<file path="src/rtl/sed_pkg.sv">
// Shared types, character codes and decode helpers for the string escape decoder.
package sed_pkg;

  localparam int QueueDepthDef = 2;

  localparam logic [7:0] ChrNul       = 8'h00;
  localparam logic [7:0] ChrBackslash = 8'h5C;
  localparam logic [7:0] ChrX         = 8'h78;
  localparam logic [7:0] ChrZero      = 8'h30;
  localparam logic [7:0] ChrNine      = 8'h39;
  localparam logic [7:0] ChrLowA      = 8'h61;
  localparam logic [7:0] ChrLowF      = 8'h66;
  localparam logic [7:0] ChrUpA       = 8'h41;
  localparam logic [7:0] ChrUpF       = 8'h46;
  localparam logic [7:0] ChrR         = 8'h72;
  localparam logic [7:0] ChrA         = 8'h61;
  localparam logic [7:0] ChrB         = 8'h62;
  localparam logic [7:0] ChrE         = 8'h65;
  localparam logic [7:0] ChrN         = 8'h6E;
  localparam logic [7:0] ChrT         = 8'h74;

  localparam logic [7:0] CodeCr  = 8'd13;
  localparam logic [7:0] CodeBel = 8'd7;
  localparam logic [7:0] CodeBs  = 8'd8;
  localparam logic [7:0] CodeEsc = 8'd27;
  localparam logic [7:0] CodeLf  = 8'd10;
  localparam logic [7:0] CodeTab = 8'd9;

  typedef enum logic [4:0] {
    MODE_NORMAL = 5'b00001,
    MODE_ESCAPE = 5'b00010,
    MODE_HEX    = 5'b00100,
    MODE_OCTAL  = 5'b01000,
    MODE_DONE   = 5'b10000
  } mode_t;

  // A pushed command carries one or two results; has0 low marks an end marker.
  typedef struct packed {
    logic [7:0] data0;
    logic       has0;
    logic       two;
    logic [7:0] data1;
    logic       last;
  } cmd_t;

  typedef struct packed {
    logic valid;
    cmd_t head;
  } q_stat_t;

  function automatic logic [4:0] hex_digit(input logic [7:0] b);
    logic [4:0] r;
    r = 5'd0;
    if (b inside {[ChrZero:ChrNine]}) begin
      r = {1'b1, b[3:0]};
    end else if (b inside {[ChrLowA:ChrLowF], [ChrUpA:ChrUpF]}) begin
      r = {1'b1, b[3:0] + 4'd9};
    end
    return r;
  endfunction

  function automatic logic [7:0] control_code(input logic [7:0] b);
    logic [7:0] r;
    case (b)
      ChrR:    r = CodeCr;
      ChrA:    r = CodeBel;
      ChrB:    r = CodeBs;
      ChrE:    r = CodeEsc;
      ChrN:    r = CodeLf;
      ChrT:    r = CodeTab;
      default: r = b;
    endcase
    return r;
  endfunction

endpackage

</file>
<file path="src/rtl/sed_front.sv">
// Front end: accepts raw bytes, tracks the escape state and builds result commands.
module sed_front import sed_pkg::*; (
  input  logic       clk,
  input  logic       rst_n,
  input  logic       in_valid,
  input  logic [7:0] in_byte,
  input  logic       in_last,
  input  logic       q_full,
  output logic       in_stall,
  output logic       push,
  output cmd_t       cmd
);

  mode_t       mode_r, mode_nxt;
  logic [7:0]  acc_r, acc_nxt;
  logic [1:0]  cnt_r, cnt_nxt;
  logic        accept;
  logic [4:0]  hx;
  logic        is_dig;
  logic        p_emit;
  mode_t       p_mode;
  logic        a_v, b_v, f_v;
  logic [7:0]  a_d, b_d, f_d;

  assign in_stall = q_full;
  assign accept   = in_valid && !q_full;

  always_comb begin
    hx      = hex_digit(in_byte);
    is_dig  = in_byte inside {[ChrZero:ChrNine]};
    p_emit  = (in_byte != ChrNul) && (in_byte != ChrBackslash);
    p_mode  = (in_byte == ChrNul) ? MODE_DONE :
              (in_byte == ChrBackslash) ? MODE_ESCAPE : MODE_NORMAL;
    mode_nxt = mode_r;
    acc_nxt  = acc_r;
    cnt_nxt  = cnt_r;
    a_v = 1'b0;
    a_d = 8'd0;
    b_v = 1'b0;
    b_d = 8'd0;
    case (mode_r)
      MODE_NORMAL: begin
        mode_nxt = p_mode;
        a_v      = p_emit;
        a_d      = in_byte;
      end
      MODE_ESCAPE: begin
        if (in_byte == ChrX) begin
          mode_nxt = MODE_HEX;
          acc_nxt  = 8'd0;
          cnt_nxt  = 2'd0;
        end else if (is_dig) begin
          mode_nxt = MODE_OCTAL;
          acc_nxt  = {4'd0, in_byte[3:0]};
          cnt_nxt  = 2'd1;
        end else begin
          mode_nxt = MODE_NORMAL;
          a_v      = 1'b1;
          a_d      = control_code(in_byte);
        end
      end
      MODE_HEX: begin
        if (hx[4]) begin
          acc_nxt = {acc_r[3:0], hx[3:0]};
          cnt_nxt = cnt_r + 2'd1;
          if (cnt_r == 2'd1) begin
            mode_nxt = MODE_NORMAL;
            a_v      = 1'b1;
            a_d      = acc_nxt;
          end
        end else begin
          mode_nxt = p_mode;
          a_v      = 1'b1;
          a_d      = acc_r;
          b_v      = p_emit;
          b_d      = in_byte;
        end
      end
      MODE_OCTAL: begin
        if (is_dig) begin
          acc_nxt = {acc_r[4:0], 3'b000} + {4'd0, in_byte[3:0]};
          cnt_nxt = cnt_r + 2'd1;
          if (cnt_r == 2'd2) begin
            mode_nxt = MODE_NORMAL;
            a_v      = 1'b1;
            a_d      = acc_nxt;
          end
        end else begin
          mode_nxt = p_mode;
          a_v      = 1'b1;
          a_d      = acc_r;
          b_v      = p_emit;
          b_d      = in_byte;
        end
      end
      MODE_DONE: begin
        mode_nxt = MODE_DONE;
      end
      default: begin
        mode_nxt = MODE_DONE;
      end
    endcase

    f_v = (mode_nxt == MODE_ESCAPE) || (mode_nxt == MODE_HEX) || (mode_nxt == MODE_OCTAL);
    f_d = (mode_nxt == MODE_ESCAPE) ? 8'd0 : acc_nxt;
    if (in_last) begin
      if (f_v) begin
        if (!a_v) begin
          a_v = 1'b1;
          a_d = f_d;
        end else begin
          b_v = 1'b1;
          b_d = f_d;
        end
      end
      mode_nxt = MODE_NORMAL;
      acc_nxt  = 8'd0;
      cnt_nxt  = 2'd0;
    end

    push      = accept && (a_v || in_last);
    cmd.data0 = a_v ? a_d : 8'd0;
    cmd.has0  = a_v;
    cmd.two   = b_v;
    cmd.data1 = b_d;
    cmd.last  = in_last;
  end

  always_ff @(posedge clk) begin
    if (!rst_n) begin
      mode_r <= MODE_NORMAL;
      acc_r  <= 8'd0;
      cnt_r  <= 2'd0;
    end else if (accept) begin
      mode_r <= mode_nxt;
      acc_r  <= acc_nxt;
      cnt_r  <= cnt_nxt;
    end
  end

endmodule

</file>
<file path="src/rtl/sed_queue.sv">
// Command queue that decouples the front end from the output sequencer.
module sed_queue import sed_pkg::*; #(
  parameter int DEPTH = QueueDepthDef
) (
  input  logic    clk,
  input  logic    rst_n,
  input  logic    push,
  input  cmd_t    cmd_in,
  input  logic    pop,
  output logic    full,
  output q_stat_t stat
);

  localparam int PtrW = (DEPTH > 1) ? $clog2(DEPTH) : 1;
  localparam int CntW = $clog2(DEPTH + 1);

  cmd_t            mem_r [DEPTH];
  logic [PtrW-1:0] wr_ptr_r, rd_ptr_r;
  logic [CntW-1:0] cnt_r, cnt_nxt;

  assign full       = cnt_r == CntW'(DEPTH);
  assign stat.valid = cnt_r != '0;
  assign stat.head  = mem_r[rd_ptr_r];

  always_comb begin
    cnt_nxt = cnt_r;
    case ({push, pop})
      2'b10:   cnt_nxt = cnt_r + CntW'(1);
      2'b01:   cnt_nxt = cnt_r - CntW'(1);
      default: cnt_nxt = cnt_r;
    endcase
  end

  always_ff @(posedge clk) begin
    if (push) begin
      mem_r[wr_ptr_r] <= cmd_in;
    end
  end

  always_ff @(posedge clk) begin
    if (!rst_n) begin
      wr_ptr_r <= '0;
      rd_ptr_r <= '0;
      cnt_r    <= '0;
    end else begin
      cnt_r <= cnt_nxt;
      if (push) begin
        wr_ptr_r <= (wr_ptr_r == PtrW'(DEPTH - 1)) ? '0 : wr_ptr_r + PtrW'(1);
      end
      if (pop) begin
        rd_ptr_r <= (rd_ptr_r == PtrW'(DEPTH - 1)) ? '0 : rd_ptr_r + PtrW'(1);
      end
    end
  end

endmodule

</file>
<file path="src/rtl/sed_back.sv">
// Back end: plays out queued commands one result per transfer and keeps the length count.
module sed_back import sed_pkg::*; (
  input  logic        clk,
  input  logic        rst_n,
  input  q_stat_t     stat,
  output logic        pop,
  input  logic        out_stall,
  output logic        out_valid,
  output logic [7:0]  out_byte,
  output logic        out_has_data,
  output logic        out_last,
  output logic [15:0] out_length
);

  logic        out_valid_r;
  logic [7:0]  out_byte_r;
  logic        out_has_r;
  logic        out_last_r;
  logic [15:0] out_len_r;
  logic        phase_r;
  logic [15:0] len_r, len_nxt;
  logic        load, emit;
  logic [7:0]  sel_d;
  logic        sel_h, sel_last;

  assign load     = !out_valid_r || !out_stall;
  assign emit     = stat.valid && load;
  assign sel_d    = phase_r ? stat.head.data1 : stat.head.data0;
  assign sel_h    = phase_r || stat.head.has0;
  assign sel_last = stat.head.last && (phase_r || !stat.head.two);
  assign pop      = emit && (phase_r || !stat.head.two);
  assign len_nxt  = (sel_h && (len_r != 16'hFFFF)) ? len_r + 16'd1 : len_r;

  always_ff @(posedge clk) begin
    if (!rst_n) begin
      out_valid_r <= 1'b0;
      phase_r     <= 1'b0;
      len_r       <= 16'd0;
    end else begin
      if (load) begin
        out_valid_r <= emit;
      end
      if (emit) begin
        phase_r <= !pop;
        len_r   <= sel_last ? 16'd0 : len_nxt;
      end
    end
  end

  always_ff @(posedge clk) begin
    if (emit) begin
      out_byte_r <= sel_d;
      out_has_r  <= sel_h;
      out_last_r <= sel_last;
      out_len_r  <= len_nxt;
    end
  end

  assign out_valid    = out_valid_r;
  assign out_byte     = out_byte_r;
  assign out_has_data = out_has_r;
  assign out_last     = out_last_r;
  assign out_length   = out_len_r;

endmodule

</file>
<file path="src/rtl/string_escape_decoder.sv">
// Top level of the C-style string escape decoder.
//
//   Channel | Direction | Handshake          | Payload
//   in_     | input     | in_valid/in_stall  | in_byte, in_last
//   out_    | output    | out_valid/out_stall| out_byte, out_has_data, out_last, out_length
//
// A byte is taken every cycle while the command queue has room; it gives zero to two results.
// The output register delivers one result per cycle while out_stall is low; a byte with two results gives them in turn.
// The first result of an input transfer passes through the command queue and then the output register.
// Reset is synchronous; it clears the escape state, the queue and the length count.
// A stall on the output fills the queue, and in_stall rises once it is full.
module string_escape_decoder import sed_pkg::*; #(
  parameter int QUEUE_DEPTH = QueueDepthDef
) (
  input  logic        clk,
  input  logic        rst_n,
  input  logic        in_valid,
  output logic        in_stall,
  input  logic [7:0]  in_byte,
  input  logic        in_last,
  output logic        out_valid,
  input  logic        out_stall,
  output logic [7:0]  out_byte,
  output logic        out_has_data,
  output logic        out_last,
  output logic [15:0] out_length
);

  logic    q_full, push, pop;
  cmd_t    cmd;
  q_stat_t stat;

  sed_front u_front (
    .clk      (clk),
    .rst_n    (rst_n),
    .in_valid (in_valid),
    .in_byte  (in_byte),
    .in_last  (in_last),
    .q_full   (q_full),
    .in_stall (in_stall),
    .push     (push),
    .cmd      (cmd)
  );

  sed_queue #(
    .DEPTH (QUEUE_DEPTH)
  ) u_queue (
    .clk    (clk),
    .rst_n  (rst_n),
    .push   (push),
    .cmd_in (cmd),
    .pop    (pop),
    .full   (q_full),
    .stat   (stat)
  );

  sed_back u_back (
    .clk          (clk),
    .rst_n        (rst_n),
    .stat         (stat),
    .pop          (pop),
    .out_stall    (out_stall),
    .out_valid    (out_valid),
    .out_byte     (out_byte),
    .out_has_data (out_has_data),
    .out_last     (out_last),
    .out_length   (out_length)
  );

endmodule

</file>
<file path="config.mk">
export PLATFORM = sky130hd
export DESIGN_NAME = string_escape_decoder
export DESIGN_NICKNAME = d
export VERILOG_FILES = /design/src/rtl/sed_pkg.sv /design/src/rtl/sed_front.sv /design/src/rtl/sed_queue.sv /design/src/rtl/sed_back.sv /design/src/rtl/string_escape_decoder.sv
export SDC_FILE = /design/constraint.sdc
export NUM_CORES = 1
export LEC_CHECK = 0
export BUFFER_PORTS_ARGS = -buffer_cell sky130_fd_sc_hd__buf_2
export CAP_MARGIN = 5
export CORE_MARGIN = 3
export CORE_UTILIZATION = 55
export CTS_CLUSTER_SIZE = 25
export DETAILED_ROUTE_END_ITERATION = 8
export PLACE_DENSITY = 0.74
export SLEW_MARGIN = 20
export SYNTH_ARGS = -nofsm -noshare
export SYNTH_HDL_FRONTEND = slang
export SYNTH_SLANG_ARGS = --single-unit
</file>
<file path="constraint.sdc">
create_clock -name clk -period 10.45 [get_ports clk]
set_clock_uncertainty 0.2 [all_clocks]
set_input_delay 1.045 -clock clk [delete_from_list [all_inputs] [get_ports clk]]
set_output_delay 1.045 -clock clk [all_outputs]
set_load 0.05 [all_outputs]
</file>
==> Word-level counts from Yosys, hierarchy flattened <==
Memory sizes are Yosys's and may differ from the RTL's. A register that Yosys moved wholly into a read port is not among the register bits.
Index checks and enable logic that the tools add are counted.
{ "word_totals": {"reg_bits": 63, "latchBits": 0, "ramBits": 38, "rom_bits": 0, "elab_cells": 149, "mem_count": 1} }
{ "memory_table": {"columns": ["name", "depth", "word_bits", "read_ports", "rd_clocked_by_memory_dff", "write_ports", "line_no", "source"], "rows": [
  ["u_queue.mem_r", 2, 19, 1, 1, 1, "sed_queue.sv:17", "cmd_t mem_r [DEPTH];"]
]} }
{ "op_classes": {"add_sub_neg": 8, "mul": 0, "div_mod_pow": 0, "order_cmp": 6, "n_eq_ne": 25, "n_shift": 0, "n_mux": 68, "bitwise_logic": 0, "reduce_logical": 28} }
{ "ops": {"columns": ["cell", "n"], "rows": [
  ["$mux 8", 22],
  ["$eq 8x7->1 const B", 8],
  ["$pmux 8 s6", 1],
  ["$mux 5", 9],
  ["$mux 16", 2],
  ["$pmux 8 s4", 1],
  ["$pmux 8 s3", 1],
  ["$pmux 5 s4", 1],
  ["$mux 1", 19],
  ["$add 16x1->16 const B", 1],
  ["$ge 8x7->1 const B", 2],
  ["$le 8x7->1 const B", 2],
  ["$ne 16x16->1 const B", 1],
  ["$pmux 8 s2", 1],
  ["$mux 2", 6],
  ["$eq 5x2->1 const B", 2],
  ["$eq 5x3->1 const B", 2],
  ["$eq 5x4->1 const B", 2],
  ["$logic_and 1x1->1", 10],
  ["$add 8x4->8", 1],
  ["$ge 8x6->1 const B", 1],
  ["$le 8x6->1 const B", 1],
  ["$logic_not 8->1", 1],
  ["$ne 8x7->1 const B", 1],
  ["20 further kinds", 37]
]} }

==> Longest topological paths before layout <==
Gate-level depths: netlist (run 1).
{ "logic_depth": {"depth_word": 16, "mapped_depth": 12} }

==> Modules after synthesis <==
A second synthesis (run 1) with hierarchy kept.
{ "unflattened": {"cells_unflattened": 606, "area_unflattened_um2": 6010.8} }
{ "modules_own_cells": {"columns": ["module", "instances", "cells_each", "area_each_um2", "seq_area_each_um2"], "rows": [
  ["sed_back", 1, 209, 2229.6, 1141.1],
  ["sed_front", 1, 316, 2194.6, 300.3],
  ["sed_queue", 1, 81, 1586.5, 1241.2]
]} }

==> Least setup slack after synthesis (run 1) <==
No wires, ideal clock.
{ "synth_timing": {"path_kind": "input port to flip-flop", "from": "in in_byte[1]", "to": "mem u_queue.mem_r[0][0] (netlist bit), enable pin", "setup_time_ns": 0.395, "arrival_time_ns": 3.608, "path_slack_ns": 6.247, "cell_stages": 8, "n_path_buf": 0, "cell_sequence": "inv_1 > ha_1 > or4b_1 > and3_1 > o31ai_4 > a21boi_4 > a21o_1 > nor2_1"} }
{ "synth_via": {"elab_chain_len": 16, "word_cells_on_any_way": 41} }
{ "synth_lines": {"columns": ["element", "line_no", "source"], "rows": [
  ["from (decl)", "string_escape_decoder.sv:19", "input logic [7:0] in_byte,"],
  ["$ge 8x7->1 / $le 8x7->1 (equally long branches)", "sed_pkg.sv:56", "end else if (b inside {[ChrLowA:ChrLowF], [ChrUpA:ChrUpF]}) begin"],
  ["$logic_and 1x1->1", "sed_pkg.sv:56", null],
  ["$reduce_bool 2->1", "sed_pkg.sv:56", null],
  ["$mux 5", "sed_pkg.sv:56", null],
  ["$mux 5", "sed_pkg.sv:54", "if (b inside {[ChrZero:ChrNine]}) begin"],
  ["$mux 5", "sed_front.sv:63", "if (hx[4]) begin"],
  ["$pmux 5 s4", "sed_front.sv:41", "case (mode_r)"],
  ["$eq 5x2->1 / $eq 5x3->1 (equally long branches)", "sed_front.sv:104", "f_v = (mode_nxt == MODE_ESCAPE) || (mode_nxt == MODE_HEX) || (mode_nxt == MODE_OCTAL);"],
  ["$logic_or 1x1->1 (2 in series)", "sed_front.sv:104", null],
  ["$mux 1", "sed_front.sv:107", "if (f_v) begin"],
  ["$mux 1 (*)", "sed_front.sv:106", "if (in_last) begin"],
  ["$logic_or 1x1->1 (*)", "sed_front.sv:121", "push = accept && (a_v || in_last);"],
  ["$logic_and 1x1->1 (*)", "sed_front.sv:121", null],
  ["$mux 1 (*)", "sed_queue.sv:35", "if (push) begin"],
  ["$mux 1 (not written as such) (*)", "sed_queue.sv:36", "mem_r[wr_ptr_r] <= cmd_in;"],
  ["to (decl)", "sed_queue.sv:17", null]
]} }
Mark *: on every way between the ends. The rest lies on a longest branch, timed or not.

==> Worst setup path after layout (run 1) <==
{ "layout_timing": {"from": "in in_byte[1]", "to": "reg u_queue.cnt_r[1]"} }
{ "layout_via": {"elab_chain_len": 16, "word_cells_on_any_way": 43} }
{ "layout_lines": {"columns": ["element", "line_no", "source"], "rows": [
  ["$ge 8x7->1 / $le 8x7->1 (equally long branches)", "sed_pkg.sv:56", null],
  ["$logic_and 1x1->1", "sed_pkg.sv:56", null],
  ["$reduce_bool 2->1", "sed_pkg.sv:56", null],
  ["$mux 5", "sed_pkg.sv:56", null],
  ["$mux 5", "sed_pkg.sv:54", null],
  ["$mux 5", "sed_front.sv:63", null],
  ["$pmux 5 s4", "sed_front.sv:41", null],
  ["$eq 5x2->1 / $eq 5x3->1 (equally long branches)", "sed_front.sv:104", null],
  ["$logic_or 1x1->1 (2 in series)", "sed_front.sv:104", null],
  ["$mux 1", "sed_front.sv:107", null],
  ["$mux 1 (*)", "sed_front.sv:106", null],
  ["$logic_or 1x1->1 (*)", "sed_front.sv:121", null],
  ["$logic_and 1x1->1 (*)", "sed_front.sv:121", null],
  ["$eq 2x1->1 / $eq 2x2->1 (equally long branches)", "sed_queue.sv:27", "case ({push, pop})"],
  ["$pmux 2 s2 / $reduce_bool 2->1 (equally long branches)", null, null],
  ["to (signal assigned)", "sed_queue.sv:46", "cnt_r <= cnt_nxt;"],
  ["to (decl)", "sed_queue.sv:19", "logic [CntW-1:0] cnt_r, cnt_nxt;"]
]} }
Marks and branches as above.
A chain may end at the register's enable or synchronous reset.

==> results of run 1 <==
==> path summary, 6_finish.rpt <==
| kind | endpoint | slack [ns] |
|---|---|---|
| max | u_queue.cnt_r[1]$_SDFFE_PN0P_ | 6.17 |
| min | u_front.acc_r[6]$_SDFFE_PN0P_ | 0.29 |
| max reg2reg | u_queue.cnt_r[1]$_SDFFE_PN0P_ | 7.30 |
| min reg2reg | u_front.acc_r[6]$_SDFFE_PN0P_ | 0.29 |
==> stage by stage <==
step / worst slack [ns] / total power [uW] / cell area (um^2) / instances
floorplan: 6.25 / 936 / 5670 / 569
global placement: 5.96 / 1050 / 5950 / 718
detailed placement: 5.86 / 1060 / 5950 / 718
CTS: 6.23 / 1310 / 6150 / 734
global route: 5.92 / 1360 / 6150 / 734
finish: 6.17 / 1300 / 6150 / 734
==> state kept, by name, summed over array words and instances, names as in the netlist, named ones only <==
signal / flops
u_queue.mem_r: 38
u_back.len_r: 16
u_back.out_length: 16
u_back.out_byte: 8
u_front.acc_r: 8
u_front.mode_r: 5
u_front.cnt_r: 2
u_queue.cnt_r: 2
u_back.out_has_data: 1
u_back.out_last: 1
u_back.out_valid: 1
u_back.phase_r: 1
u_queue.rd_ptr_r: 1
u_queue.wr_ptr_r: 1
==> kinds of logic (layout without fill, tap and decap cells) <==
family / count (synthesis) / after routing / share of synthesized area [%]
simple gates: 219 / 219 / 19.8
compound gates: 147 / 147 / 18.3
flops: 102 / 102 / 47.3
buf+inv: 48 / 80 / 3.42
xor+xnor: 24 / 24 / 3.71
mux: 19 / 19 / 5.17
fa+ha+maj: 10 / 10 / 2.21
==> final cells by class <==
class,instances,area share (%)
well taps,133,2.71
repair buffers,46,3.99
clock buffers,12,2.36
inverters,18,1.10
clock inverters,4,0.855
flip-flops and latches,102,43.6
multi-input cells,419,45.4
==> report_power, final <==
part	total [uW]	leakage (uW)	internal [uW]	switching, uW
Clock	252	0.000101	119	133
Combinational	466	0.00118	114	352
Sequential	584	0.000912	542	42.7
==> worst register-to-register path: cells and delay by family (launching register included) <==
| family | cells | cell delay [ns] |
|---|---|---|
| AOI/OAI and AO/OA | 4 | 1.20 |
| buffers and inverters | 2 | 0.19 |
| adders and majority gates | 2 | 0.51 |
| and+or+nand+nor | 2 | 0.59 |
| DFF | 1 | 0.40 |
==> routing by layer <==
layer  wire, um  global-route usage [%]  vias to the layer above
li1           -                       -                     2191
met3        947                    3.18                       29
met1       6910                    39.1                     2315
met2       7270                    44.1                      194
met5          0                       0                        -
met4        371                    7.21                        0
==> synth_stat cells, drive strengths merged (14+ instances only) <==
cell / number
nor2: 61
edfxtp: 64
clkbuf: 22
a21oi: 31
o21ai: 31
inv: 17
and3: 18
nand2: 48
nand3: 23
dfxtp: 38
a22oi: 14
xnor2: 17
==> run_results.csv, run 1 <==
group,metric,value,unit
detailed_routing,vias_per_cell,6.44,
cells_and_area,n_fill_cell,842,
sta,finalCritPeriodShare,40.9,%
critical_path,worst_path_most_repeated_cell,"ha_1",
min_path,hold_path.startpoint,"u_front.acc_r[6]$_SDFFE_PN0P_",
critical_path,rr_worst_depth,10,
die,die_h,108,um
placed_design,dp_hpwl,11.2,mm
cells_and_area,layout_common_cells,"edfxtp_1 (64), nor2_1 (61), nand2_1 (48)",
sta,fin_setup_tns,0,ns
clocking,clock-sinks,102,
critical_path,crit_start,"in_byte[1]",
synthesis,ys_warn_count,0,
cells_and_area,area_delta_synth_final,8.52,%
die,die_area,11600,um^2
clocking,postCtsSetupBuffers,0,
die,start_util,57.2,%
global_routing,antenna_found_initial,0,
critical_path,start_kind,"input pin",
synthesis,syn_area,5670,um^2
critical_path,cp_max_fo,22,
critical_path,worst-path-stages,11,
die,pin_count,41,
sta,finalHoldViolations,0,
clocking,cts_made_buffers,9,
synthesis,ys_seq_area_share,47.3,%
detailed_routing,postRouteAntennaNets,0,
sta,rsz0062_at_grt,"no",
sta,holdWs,0.294,ns
pwr,power.density,212,nW/um^2
sta,timing.fmax,234,MHz
synthesis,ys.flop_type,"edfxtp_1",
detailed_routing,wl_per_cell,21.1,um
cells_and_area,seqCellArea,2680,um^2
synthesis,synth_area_leaders,"edfxtp_1 (34%), dfxtp_1 (13%), nor2_1 (4.0%), mux4_2 (3.2%), nand2_1 (3.2%)",
clocking,clk_pin_slew,0.10,ns
clocking,cts_tree,"built",
cells_and_area,final_common_cell,"edfxtp_1",
synthesis,synth-async-reset-ratio,0,%
synthesis,ys_ff_latch,102,
clocking,cts.htree.levels,3,
clocking,cts.path.max_buffers,2,
min_path,hold_class,"flop to flop",
critical_path,worst_setup_path_end_kind,"flop",
critical_path,critical_path_required,10.55,ns
critical_path,r2r-start,"u_front.cnt_r[0]$_SDFFE_PN0P_",
cells_and_area,fin_util,62.1,%
placed_design,io_buffers,40,
critical_path,crit_chain,"buf_2 > inv_1 > ha_1 > or3b_1 > nand3_1 > a222oi_1 > a21boi_4 > a21o_1 > ha_1 > or3_1 > a21oi_1",
synthesis,synth_edf_count,64,
cells_and_area,multi_input_area,2790,um^2
die,chipWidth,108,um
clocking,hold_buffers,0,
job,cap_violations,0,
global_routing,grt_pass1_wl,24.5,mm
critical_path,crit_type,"input pin to flop",
global_routing,grt_usage,27.3,%
placed_design,gp_congestion,1.06,
die,core_area,9910,um^2
synthesis,netlist_instances,569,
die,rows,36,
synthesis,synth_top_cell_area_share,33.9,%
synthesis,yosys.area.top_type,"edfxtp_1",
sta,setup_viol_count_final,0,
global_routing,grt_pass1_vias,4404,
cells_and_area,final_nets,619,
sta,relSlewSlack,31.2,%
clocking,clk_latency,0.36,ns
clocking,post_cts_resized,0,
synthesis,synth.avg_cell_area,9.96,um^2
global_routing,grt_max_degree,34,
pwr,p_leak,0.00220,uW
detailed_routing,drt-initial-drc-count,464,
detailed_routing,vias,4729,
clocking,cts-root-buf,"clkbuf_8",
cells_and_area,drive_gt1_share,14.5,%
global_routing,grt-ovfl-total,0,
detailed_routing,firstDrtPassIters,5,
min_path,whs_path_depth,2,
critical_path,path_delay_family,"compound AO/OA/AOI/OAI gates",
detailed_routing,drc,0,
pwr,ir_worst_vdd,0.128,mV
detailed_routing,routed_wl,15.5,mm
critical_path,slowest_stage,"nand3_1",
sta,worst_slew_pin_slew,1.03,ns
critical_path,max_stage_delay,0.59,ns
outcome,status,"completed",
synthesis,synth_nets,592,
critical_path,crit_buf_inv,2,
sta,drv_slew,0,
critical_path,worstPathArrival,4.37,ns
cells_and_area,antenna-diode-count,0,
synthesis,yosys.cell_types.count,73,
sta,period_needed,4.28,ns
(Power assumes the default switching activity.)
==> inputs of run 2 (changes only) <==
==> constraint.sdc (replaced) <==
create_clock -name clk -period 4.3 [get_ports clk]
set_clock_uncertainty 0.2 [all_clocks]
set_input_delay 0.43 -clock clk [delete_from_list [all_inputs] [get_ports clk]]
set_output_delay 0.43 -clock clk [all_outputs]
set_load 0.05 [all_outputs]
==> run 2 against run 1 <==
Via count rose by 0.91%. Final cell count rose by 0.95%. Worst setup slack got worse by 5.3 ns. First-iteration DRC count rose by 38%. Global-route usage rose by 0.51 points. Sequential cell count did not move. Critical path depth did not move. Hold slack got worse by 0.17 ns. Non-clock buffer count rose by 7. Critical endpoint unchanged. Largest power group unchanged.
==> run_results.csv, run 2 (synthesis gave the netlist of run 1 again) <==
group,metric,value,unit
pwr,ir_worst_vdd,0.314,mV
detailed_routing,routed_wl,15.3,mm
clocking,post_cts_resized,0,
clocking,cts_tree,"built",
clocking,clk_latency,0.37,ns
critical_path,rrSetupSlack,1.23,ns
placed_design,postPlaceCellArea,6000,um^2
cells_and_area,max_flop_register,"u_queue.mem_r",
global_routing,grt_pass1_wl,24.9,mm
critical_path,worstPathArrival,3.53,ns
placed_design,dp_hpwl,11.1,mm
die,pin_count,41,
job,cap_violations,0,
sta,worst_slew_pin_slew,0.833,ns
cells_and_area,design_area,6260,um^2
die,die_h,108,um
global_routing,grt_max_degree,33,
pwr,power.density,526,nW/um^2
placed_design,io_buffers,40,
cells_and_area,n_fill_cell,820,
cells_and_area,largest_register_ffs,38,
min_path,hold_class,"input pin to flop",
pwr,p_leak,0.00226,uW
detailed_routing,vias_per_cell,6.44,
global_routing,use_met3,5.40,%
global_routing,grt_pass1_vias,4567,
detailed_routing,drt-initial-drc-count,640,
sta,finalCritPeriodShare,79.6,%
critical_path,start_kind,"input pin",
sta,rsz0062_at_grt,"no",
critical_path,crit_type,"input pin to flop",
critical_path,critical_path_required,4.41,ns
die,die_area,11600,um^2
die,core_area,9910,um^2
die,start_util,57.2,%
sta,fin_setup_tns,0,ns
clocking,cts_made_buffers,9,
die,rows,36,
global_routing,use_met2,42.3,%
sta,timing.fmax,292,MHz
global_routing,met1_usage,40.1,%
cells_and_area,instances_no_fill,741,
min_path,whs_path_depth,3,
cells_and_area,antenna-diode-count,0,
critical_path,r2r-start,"u_front.mode_r[4]$_SDFFE_PN0P_",
sta,setup_ws,0.879,ns
cells_and_area,final_nets,626,
cells_and_area,final_common_cell,"edfxtp_1",
clocking,clock-sinks,102,
clocking,cts.htree.levels,3,
sta,finalHoldViolations,0,
sta,period_needed,3.42,ns
clocking,cts-root-buf,"clkbuf_8",
clocking,postCtsSetupBuffers,0,
outcome,status,"completed",
clocking,hold_buffers,0,
placed_design,gp_congestion,0.958,
global_routing,grt-ovfl-total,0,
clocking,clk_pin_slew,0.10,ns
cells_and_area,area_delta_synth_final,10.5,%
sta,relSlewSlack,44.3,%
placed_design,pre_cts_slack,0.552,ns
global_routing,grt_usage,27.8,%
global_routing,antenna_found_initial,0,
global_routing,grt.busiest_layer,"met2",
placed_design,place_inst,725,
critical_path,r2r_end,"u_queue.mem_r[0][12]$_DFFE_PP_",
detailed_routing,firstDrtPassIters,5,
cells_and_area,layout_common_cells,"edfxtp_1 (64), nor2_1 (61), nand2_1 (48)",
detailed_routing,drc,0,
cells_and_area,drive_gt1_share,15.8,%
critical_path,worst_setup_path_end_kind,"flop",
die,chipWidth,108,um
detailed_routing,wl_per_cell,20.7,um
sta,drv_slew,0,
clocking,cts.path.max_buffers,2,
detailed_routing,postRouteAntennaNets,0,
critical_path,rr_worst_depth,7,
min_path,hold_path.startpoint,"out_stall",
min_path,min_to,"u_back.out_valid$_SDFFE_PN0N_",
detailed_routing,vias,4772,
sta,setup_viol_count_final,0,
critical_path,cp_max_fo,11,
-- run 2: cell count changes in the layout (fill, tap and decap cells not counted), sizes merged --
cell and change:
buf +7, bufinv +1, clkbuf -1, clkinv +1, inv -1
-- run 2: worst max-delay path by stage --
stage               start                             end  slack (ns)  depth (start not counted)
2_1_floorplan  in_byte[1]   u_queue.mem_r[0][0]$_DFFE_PP_        0.71                          8
3_3_place_gp   in_byte[0]   u_queue.cnt_r[1]$_SDFFE_PN0P_        0.68                         11
3_5_place_dp   in_byte[1]   u_queue.cnt_r[1]$_SDFFE_PN0P_        0.55                         11
4_1_cts        in_byte[1]   u_queue.cnt_r[1]$_SDFFE_PN0P_        0.95                         11
5_1_grt        in_byte[1]  u_queue.mem_r[0][12]$_DFFE_PP_        0.79                         11
6_report       in_byte[1]   u_queue.cnt_r[1]$_SDFFE_PN0P_        0.88                         11
-- run 2: power breakdown --
part           switching, uW  internal (uW)  total, uW  leakage [uW]
registers               88.7           1320       1410      0.000912
logic                    864            282       1150       0.00122
clock network            338            403        741      0.000132
-- run 2: area by class of cell --
type	count	area [um^2]	area share [%]
inverter	18	67.6	1.08
multi-input combinational	419	2790	44.5
clock inverter	5	85.1	1.36
clock buffer	11	174	2.78
tap	133	166	2.66
timing repair buffer	53	298	4.75
sequential	102	2680	42.8
-- run 2: stage by stage --
stage | util, % | total power (uW) | hold slack (ns)
after floorplan | - | 2280 | 0.258
after global placement | 60.6 | 2550 | 0.265
after detailed placement | 60.6 | 2580 | 0.275
after CTS | 63.2 | 3310 | 0.119
after global routing | 63.2 | 3440 | 0.130
final | 63.2 | 3290 | 0.127
-- run 2: critical path: stages --
cell and delay (ns):
buf_2 0.17, inv_1 0.13, ha_1 0.29, or3b_1 0.43
and3_1 0.38, o31ai_4 0.42, a21boi_4 0.15, a21o_1 0.27
ha_1 0.35, or3_1 0.35, a21oi_1 0.14
-- run 2: layer usage --
layer / vias to the layer above / part of all wire (%)
li1: 2210 / -
met1: 2315 / 44
met2: 206 / 46
met3: 41 / 7.5
met4: 0 / 2.7
met5: - / 0
